**config.mk**
```make
export PLATFORM = sky130hd
export DESIGN_NAME = bfm_div
export DESIGN_NICKNAME = d
export VERILOG_FILES = /design/src/rtl/assert_macros.svh /design/src/rtl/bfm_pkg.sv /design/src/rtl/bfm_div.sv
export SDC_FILE = /design/constraint.sdc
export NUM_CORES = 2
export LEC_CHECK = 0
export ABC_AREA = 0
export ABC_CLOCK_PERIOD_IN_PS = 4800
export BUFFER_PORTS_ARGS = -buffer_cell sky130_fd_sc_hd__buf_2
export CORE_ASPECT_RATIO = 0.5
export CORE_MARGIN = 5
export CORE_UTILIZATION = 60
export DETAILED_ROUTE_END_ITERATION = 6
export PLACE_DENSITY = 0.77
export SYNTH_ARGS = -nofsm -noshare
export SYNTH_HDL_FRONTEND = slang
export SYNTH_SLANG_ARGS = --single-unit
```
**constraint.sdc**
```tcl
create_clock -name i_clk -period 4.8 [get_ports i_clk]
set_input_delay 0.48 -clock i_clk [delete_from_list [all_inputs] [get_ports i_clk]]
set_output_delay 0.48 -clock i_clk [all_outputs]
set_load 0.02 [all_outputs]
```
**src/rtl/assert_macros.svh**
```systemverilog
// assert_macros.svh - assertion macros for the Butterworth mask generator.
// No dependencies; taken in by `include where assertions are written.
`ifndef ASSERT_MACROS_SVH
`define ASSERT_MACROS_SVH
`ifndef ASSERT_OFF
// ante implies cons in the same cycle, checking paused while in reset
`define BFM_ASSERT_IMPL(lbl, clk, rst_n, ante, cons) \
    lbl: assert property (@(posedge clk) disable iff (!(rst_n)) (ante) |-> (cons)) \
        else $error("%m: implication failed");
// ante implies cons after the delay n, checking paused while in reset
`define BFM_ASSERT_DELAY(lbl, clk, rst_n, ante, n, cons) \
    lbl: assert property (@(posedge clk) disable iff (!(rst_n)) (ante) |-> ##n (cons)) \
        else $error("%m: delayed check failed");
// ante implies cons on the next cycle, checked in and out of reset
`define BFM_ASSERT_NEXT(lbl, clk, ante, cons) \
    lbl: assert property (@(posedge clk) (ante) |=> (cons)) \
        else $error("%m: next-cycle check failed");
`else
`define BFM_ASSERT_IMPL(lbl, clk, rst_n, ante, cons)
`define BFM_ASSERT_DELAY(lbl, clk, rst_n, ante, n, cons)
`define BFM_ASSERT_NEXT(lbl, clk, ante, cons)
`endif
`endif

```
**src/rtl/bfm_pkg.sv**
```systemverilog
// bfm_pkg.sv - types, widths and register codes of the Butterworth mask generator.
// No dependencies; used by bfm_div and axis_butterworth_mask_generator.
`timescale 1ns / 1ps

package bfm_pkg;

    // largest grid side; wider grid sizes saturate to it
    localparam int MAX_DIM    = 1024;

    localparam int DIM_W      = 11;
    localparam int COORD_W    = 10;
    localparam int CUT_W      = 8;
    localparam int ORD_W      = 2;
    localparam int GAIN_W     = 8;
    localparam int CFG_IDX_W  = 3;
    localparam int CFG_DATA_W = 11;

    // power chain widths: dist^2, dist^4, dist^6 and cutoff^2, ^4, ^6
    localparam int SQ_W       = 2 * COORD_W;
    localparam int P4_W       = 4 * COORD_W;
    localparam int A_W        = 6 * COORD_W;
    localparam int C2_W       = 2 * CUT_W;
    localparam int C4_W       = 4 * CUT_W;
    localparam int B_W        = 6 * CUT_W;
    localparam int R2_W       = 2 * DIM_W;
    // divider: den = a + b, num = 255 * a, quotient one gain wide
    localparam int DEN_W      = A_W + 1;
    localparam int NUM_W      = A_W + GAIN_W;
    localparam int Q_BITS     = GAIN_W;

    localparam logic [CFG_IDX_W-1:0] CFG_GRID_WIDTH    = 3'd0;
    localparam logic [CFG_IDX_W-1:0] CFG_GRID_HEIGHT   = 3'd1;
    localparam logic [CFG_IDX_W-1:0] CFG_CUTOFF        = 3'd2;
    localparam logic [CFG_IDX_W-1:0] CFG_ORDER         = 3'd3;
    localparam logic [CFG_IDX_W-1:0] CFG_CENTER_RADIUS = 3'd4;

    localparam logic [DIM_W-1:0] RST_GRID_WIDTH    = 11'd512;
    localparam logic [DIM_W-1:0] RST_GRID_HEIGHT   = 11'd512;
    localparam logic [CUT_W-1:0] RST_CUTOFF        = 8'd2;
    localparam logic [ORD_W-1:0] RST_ORDER         = 2'd1;
    localparam logic [DIM_W-1:0] RST_CENTER_RADIUS = 11'd5;

    typedef struct packed {
        logic [COORD_W-1:0] col;
        logic [COORD_W-1:0] row;
    } t_in;

    typedef struct packed {
        logic [GAIN_W-1:0] gain_x;
        logic [GAIN_W-1:0] gain_y;
    } t_out;

    // flags that ride along with a word through the divider
    typedef struct packed {
        logic pass;  // inside the all-pass disc
        logic zero;  // axis distance is zero
    } t_side;

endpackage

```
**src/rtl/bfm_div.sv**
```systemverilog
// bfm_div.sv - pipelined restoring divider, one quotient bit per stage.
// Depends on bfm_pkg for widths and the t_side flag struct.
`timescale 1ns / 1ps

module bfm_div (
    input  logic                     i_clk,
    input  logic                     i_rst_n,
    input  logic                     i_valid,
    input  bfm_pkg::t_side           i_side,
    input  logic [bfm_pkg::NUM_W-1:0] i_num,
    input  logic [bfm_pkg::DEN_W-1:0] i_den,
    output logic                     o_valid,
    output bfm_pkg::t_side           o_side,
    output logic [bfm_pkg::Q_BITS-1:0] o_quot
);

    logic                        r_vld  [bfm_pkg::Q_BITS];
    bfm_pkg::t_side              r_side [bfm_pkg::Q_BITS];
    logic [bfm_pkg::NUM_W-1:0]   r_rem  [bfm_pkg::Q_BITS];
    logic [bfm_pkg::DEN_W-1:0]   r_den  [bfm_pkg::Q_BITS];
    logic [bfm_pkg::Q_BITS-1:0]  r_quot [bfm_pkg::Q_BITS];

    for (genvar k = 0; k < bfm_pkg::Q_BITS; k++) begin : g_stage
        // stage k settles quotient bit Q_BITS-1-k
        localparam int SH = bfm_pkg::Q_BITS - 1 - k;

        logic                       w_vld;
        bfm_pkg::t_side             w_side;
        logic [bfm_pkg::NUM_W-1:0]  w_rem;
        logic [bfm_pkg::DEN_W-1:0]  w_den;
        logic [bfm_pkg::Q_BITS-1:0] w_quot;
        logic [bfm_pkg::NUM_W-1:0]  w_dsh;
        logic [bfm_pkg::NUM_W-1:0]  n_rem;
        logic [bfm_pkg::Q_BITS-1:0] n_quot;

        if (k == 0) begin : g_head
            assign w_vld  = i_valid;
            assign w_side = i_side;
            assign w_rem  = i_num;
            assign w_den  = i_den;
            assign w_quot = '0;
        end else begin : g_body
            assign w_vld  = r_vld[k-1];
            assign w_side = r_side[k-1];
            assign w_rem  = r_rem[k-1];
            assign w_den  = r_den[k-1];
            assign w_quot = r_quot[k-1];
        end

        assign w_dsh = bfm_pkg::NUM_W'(w_den) << SH;

        always_comb begin
            // subtract the shifted divisor where it fits
            if (w_rem >= w_dsh) begin
                n_rem  = w_rem - w_dsh;
                n_quot = {w_quot[bfm_pkg::Q_BITS-2:0], 1'b1};
            end else begin
                n_rem  = w_rem;
                n_quot = {w_quot[bfm_pkg::Q_BITS-2:0], 1'b0};
            end
        end

        always_ff @(posedge i_clk) begin
            if (!i_rst_n) begin
                r_vld[k] <= 1'b0;
            end else begin
                r_vld[k] <= w_vld;
            end
            r_side[k] <= w_side;
            r_rem[k]  <= n_rem;
            r_den[k]  <= w_den;
            r_quot[k] <= n_quot;
        end
    end

    assign o_valid = r_vld[bfm_pkg::Q_BITS-1];
    assign o_side  = r_side[bfm_pkg::Q_BITS-1];
    assign o_quot  = r_quot[bfm_pkg::Q_BITS-1];

endmodule

```
# Word level (Yosys, flattened, before mapping)
# Memory sizes are Yosys's and may differ from the RTL's.
# Cells that the tools add are included.
# classes
n_lt_le_gt_ge	8
n_addsub	8
bitwise	8
n_mux	26
# op_table
cell	count
2-to-1 mux 68 bit	8
>= comparator 68 x 61 -> 1 bit	1
>= comparator 68 x 62 -> 1 bit	1
>= comparator 68 x 63 -> 1 bit	1
>= comparator 68 x 64 -> 1 bit	1
>= comparator 68 x 65 -> 1 bit	1
>= comparator 68 x 66 -> 1 bit	1
>= comparator 68 x 67 -> 1 bit	1
>= comparator 68 bit	1
subtractor 68 x 61 -> 68 bit	1
subtractor 68 x 62 -> 68 bit	1
subtractor 68 x 63 -> 68 bit	1
subtractor 68 x 64 -> 68 bit	1
subtractor 68 x 65 -> 68 bit	1
subtractor 68 x 66 -> 68 bit	1
subtractor 68 x 67 -> 68 bit	1
subtractor 68 bit	1
2-to-1 mux 1 bit	18
OR 1 bit	8
# totals
ramBits	1120
n_memories	5
register_bits	0
inputBits	134
# mem_list
memory	words	width	read_ports	rd_ports_with_merged_regs	wr	line_no	rtl
r_rem	8	68	7	0	8	bfm_div.sv:19	logic [bfm_pkg::NUM_W-1:0] r_rem [bfm_pkg::Q_BITS];
r_den	8	61	7	0	8	bfm_div.sv:20	logic [bfm_pkg::DEN_W-1:0] r_den [bfm_pkg::Q_BITS];
r_quot	8	8	8	0	8	bfm_div.sv:21	logic [bfm_pkg::Q_BITS-1:0] r_quot [bfm_pkg::Q_BITS];
r_side	8	2	8	0	8	bfm_div.sv:18	bfm_pkg::t_side r_side [bfm_pkg::Q_BITS];
r_vld	8	1	8	0	8	bfm_div.sv:17	logic r_vld [bfm_pkg::Q_BITS];

# Longest topological paths before layout
# An unclocked memory read counts as a cell.
# logic_depth
ltp_word	3
ltp_mapped	17

# Worst setup path after synthesis
# No wires, ideal clock.
# synth_path
path_type	register -> register
from	memory r_rem[2][69] (netlist bit)
to	memory r_rem[3][65] (netlist bit)
slack_ns	1.437
path_stages_with_launch	16
t_arrival_ns	3.291
setup_time_ns	0.072
t_required_ns	4.728
path_cell_list	dfxtp_1 -> inv_1 -> ha_1 -> inv_1 -> fa_1 -> a211oi_1 -> o21ai_0 -> a31o_2 -> a31oi_1 -> nand2_1 -> and3_1 -> a2111oi_4 -> o21ai_2 -> a221o_1 -> a211oi_2 -> xor2_1
# synth_lines
element	line_no
start: declaration	bfm_div.sv:19

==> flow_summary.ini <==
[logic_synthesis]
synth.avg_cell_area_um2 = 8.291
synth_compound_area_share_pct = 22.41
yosys.area.top_type = dfxtp_1
yosysMostFrequentCell = dfxtp_1
synth.top_cell.area_share_pct = 36.61
yosys-top-cells-count = dfxtp_1, a21oi_1, inv_1, nand2_1, nor2_1
yosys.area_share.adder_pct = 11.86
synth_top_family_by_area = compound AO/OA/AOI/OAI gates
netlist_area_um2 = 52650
synth_xor_area_share_pct = 6.986
synth_seq_cells = 963
syn-instance-count = 6351
synth_warnings = 0
synthSimpleGateAreaFrac_pct = 14.30
synth_edf_count = 0
synth_ff_type = dfxtp_1
synthArstFlopShare_pct = 0
syn_nets = 6980
synth.area.mux_share_pct = 1.488
synth_area_leaders = dfxtp_1, ha_1, a21oi_1
yosysSeqAreaShare_pct = 36.61
yosysUniqueCellTypes = 96

[sta]
fin_worst_skew_ns = 0.03685
fmax_ghz = 0.2375
hold_violations = 0
setup_violations = 0
setup_ws_ns = 0.5897
tns_ns = 0
rsz0062_at_grt = no
slew_headroom_pct = 48.01
maxSlewViolCount = 0
fin_crit_sh_pct = 87.71
fin_crit_ns = 4.210
worst_pin_slew_ns = 0.7602

[clocking]
cts_tree = yes
root_buffer = clkbuf_16
clock_latency_ns = 0.70
cts.sinks = 963
cts_setup_buffers = 0
htree_levels = 3
cts_max_path_buffers = 3
cts.clk_slew.worst_paths_ns = 0.06
tritoncts.num_buffers = 86

[global_routing]
grt_max_degree = 103
track_usage_pct = 30.84
grt_first_pass_wirelength_mm = 232.2
antenna_found_initial = 2
first_global_vias = 41610
gr-total-overflow = 0

[route]
first_pass_iters = 6
vias_per_cell = 5.936
drc_errors = 0
avgRoutedWirePerCell_um = 19.43
detail-route-antenna-nets = 0
dr.first_iter.drc_count = 5248
vias = 45590
drt-total-wl_mm = 149.2

[final_layout]
regArea_um2 = 19280
final_nets = 7070
multi_input_area_um2 = 30080
drive_gt1_share_pct = 7.129
syn_to_final_growth_pct = 9.923
fillers = 7231

[setup_path]
critPathMaxFanout = 52
crit_arrival_ns = 4.82
reg2reg_to = r_rem[1][95]$_DFF_P_
startpoint = r_den[1][8]$_DFF_P_
reg2reg_setup_slack_ns = 0.59
cp-start-kind = register
required_ns = 5.41
crit_end = r_rem[1][95]$_DFF_P_
r2r_cells = 14
critPathKind = reg2reg
worst_setup_path_end_kind = register
rr_startpoint = r_den[1][8]$_DFF_P_

[outcome]
status = completed

[min_path]
hold_class = in2reg

[pwr]
leakage_nw = 26.71
peakVddDrop_uv = 316.8
p_per_area_nw_per_um2 = 696.5
totalPowerFinal_mw = 40.31

[placement]
dp_hpwl_mm = 118.9
port_buffers = 144
routabilityCongestion = 0.9686
preCtsSetupSlack_ns = 0.6115

[die]
coreArea_um2 = 86530
die_x_um = 428.9
start_util_pct = 60.85
fp.dieH_um = 219.5
fp-row-count = 76
die-area_um2 = 94140
io_pins = 145

[flow_run]
maxCapViolations = 0
critical path, cell delays in order (launching register included):
cell and delay (ns):
dfxtp_1 0.45, inv_1 0.08, ha_1 0.39, nand4_1 0.13
nor2_1 0.36, o221ai_1 0.30, a21oi_1 0.24, nor2_1 0.12
o31ai_2 0.39, a31oi_1 0.28, nor3_1 0.27, or2_4 0.61
buf_4 0.29, nor2_1 0.05, a21oi_1 0.15
cell usage in the layout, fill, tap and decap left out, types with 12 or more instances in the layout:
| cell | n |
|---|---|
| o21ai_0 | 397 |
| o21bai_1 | 93 |
| nand3_1 | 76 |
| clkbuf_16 | 90 |
| xor2_1 | 174 |
| o31ai_1 | 32 |
| a221oi_1 | 12 |
| nor2_1 | 492 |
| a21oi_1 | 777 |
| a31o_2 | 13 |
| a21o_1 | 236 |
| nand2_1 | 516 |
| or3_1 | 24 |
| and4_1 | 14 |
| inv_1 | 609 |
| a31oi_1 | 48 |
| or2_2 | 23 |
| buf_2 | 144 |
| clkinv_2 | 13 |
| nor4_1 | 28 |
| a21boi_0 | 33 |
| a211oi_1 | 38 |
| nand2b_1 | 49 |
| dfxtp_1 | 963 |
| o21a_1 | 50 |
| xnor2_1 | 246 |
| clkbuf_8 | 12 |
| ha_1 | 488 |
| o21ai_1 | 16 |
| clkbuf_1 | 14 |
| dlygate4sd3_1 | 80 |
| o211ai_1 | 37 |
| nor3_1 | 74 |
| nand4_1 | 140 |
| and2_1 | 35 |
| nor2b_1 | 43 |
| mux2_2 | 53 |
| buf_4 | 21 |
| and3_1 | 46 |
repair_timing:
| action | in CTS | in global routing |
|---|---|---|
| gates resized for setup | 0 | 0 |
| hold buffers | 80 | 0 |
| endpoints found under the hold margin | 80 | 0 |
how the worst min path moves through the flow:
stage                                     start                    end  slack, ns  cells after the start
after floorplan            r_quot[0][8]$_DFF_P_  r_quot[0][17]$_DFF_P_       0.31                      0
after global placement    r_quot[0][25]$_DFF_P_   r_quot[1][2]$_DFF_P_       0.31                      0
after detailed placement   r_side[0][1]$_DFF_P_   r_side[0][3]$_DFF_P_       0.31                      0
after CTS                             i_num[14]   r_rem[0][14]$_DFF_P_   0.000001                      3
after global routing                  i_num[67]   r_rem[0][67]$_DFF_P_       0.02                      3
final                                 i_num[12]   r_rem[0][12]$_DFF_P_       0.04                      3
layer usage:
layer	GRT usage, %	share of wire, %
met5	0	0
met4	8.039	2.7
met3	4.837	10
met2	40.96	37
met1	50.41	50
cells by family (layout without fill, tap and decap cells):
kind of cell,after synthesis,in the layout
AOI/OAI and AO/OA,1933,1933
and+or+nand+nor,1616,1616
DFF,963,963
buffers and inverters,858,1016
adders and majority gates,495,495
xor gates and xnor gates,420,420
muxes,66,66
other,0,1
through the flow:
stage / std cells / utilization, % / hold slack, ns / area (µm²)
floorplan: 6351 / - / 0.3096 / 52650
global placement: 7443 / 62.53 / 0.3095 / 54110
detailed placement: 7443 / 62.53 / 0.3132 / 54110
CTS: 7679 / 66.88 / 0.000001055 / 57880
global route: 7680 / 66.89 / 0.01654 / 57880
finish: 7680 / 66.89 / 0.04235 / 57880
report_power, final:
group / switching (mW) / internal, mW
registers: 1.88 / 10.4
logic: 12.2 / 8.62
clock network: 3.07 / 4.13
state kept, by name (all words and copies together) (netlist names):
signal,count
r_side,16
r_den,427
r_rem,476
r_vld,8
r_quot,36
layout make-up:
class / count / share of cell area [%]
flip-flops and latches: 963 / 33.31
clock inverters: 40 / 0.8561
inverters: 609 / 3.950
well taps: 1170 / 2.529
diodes: 1 / 0.004324
repair buffers: 251 / 3.109
clock buffers: 116 / 4.267
multi-input cells: 4530 / 51.98
No activity file was read; power rests on OpenSTA's default activity.
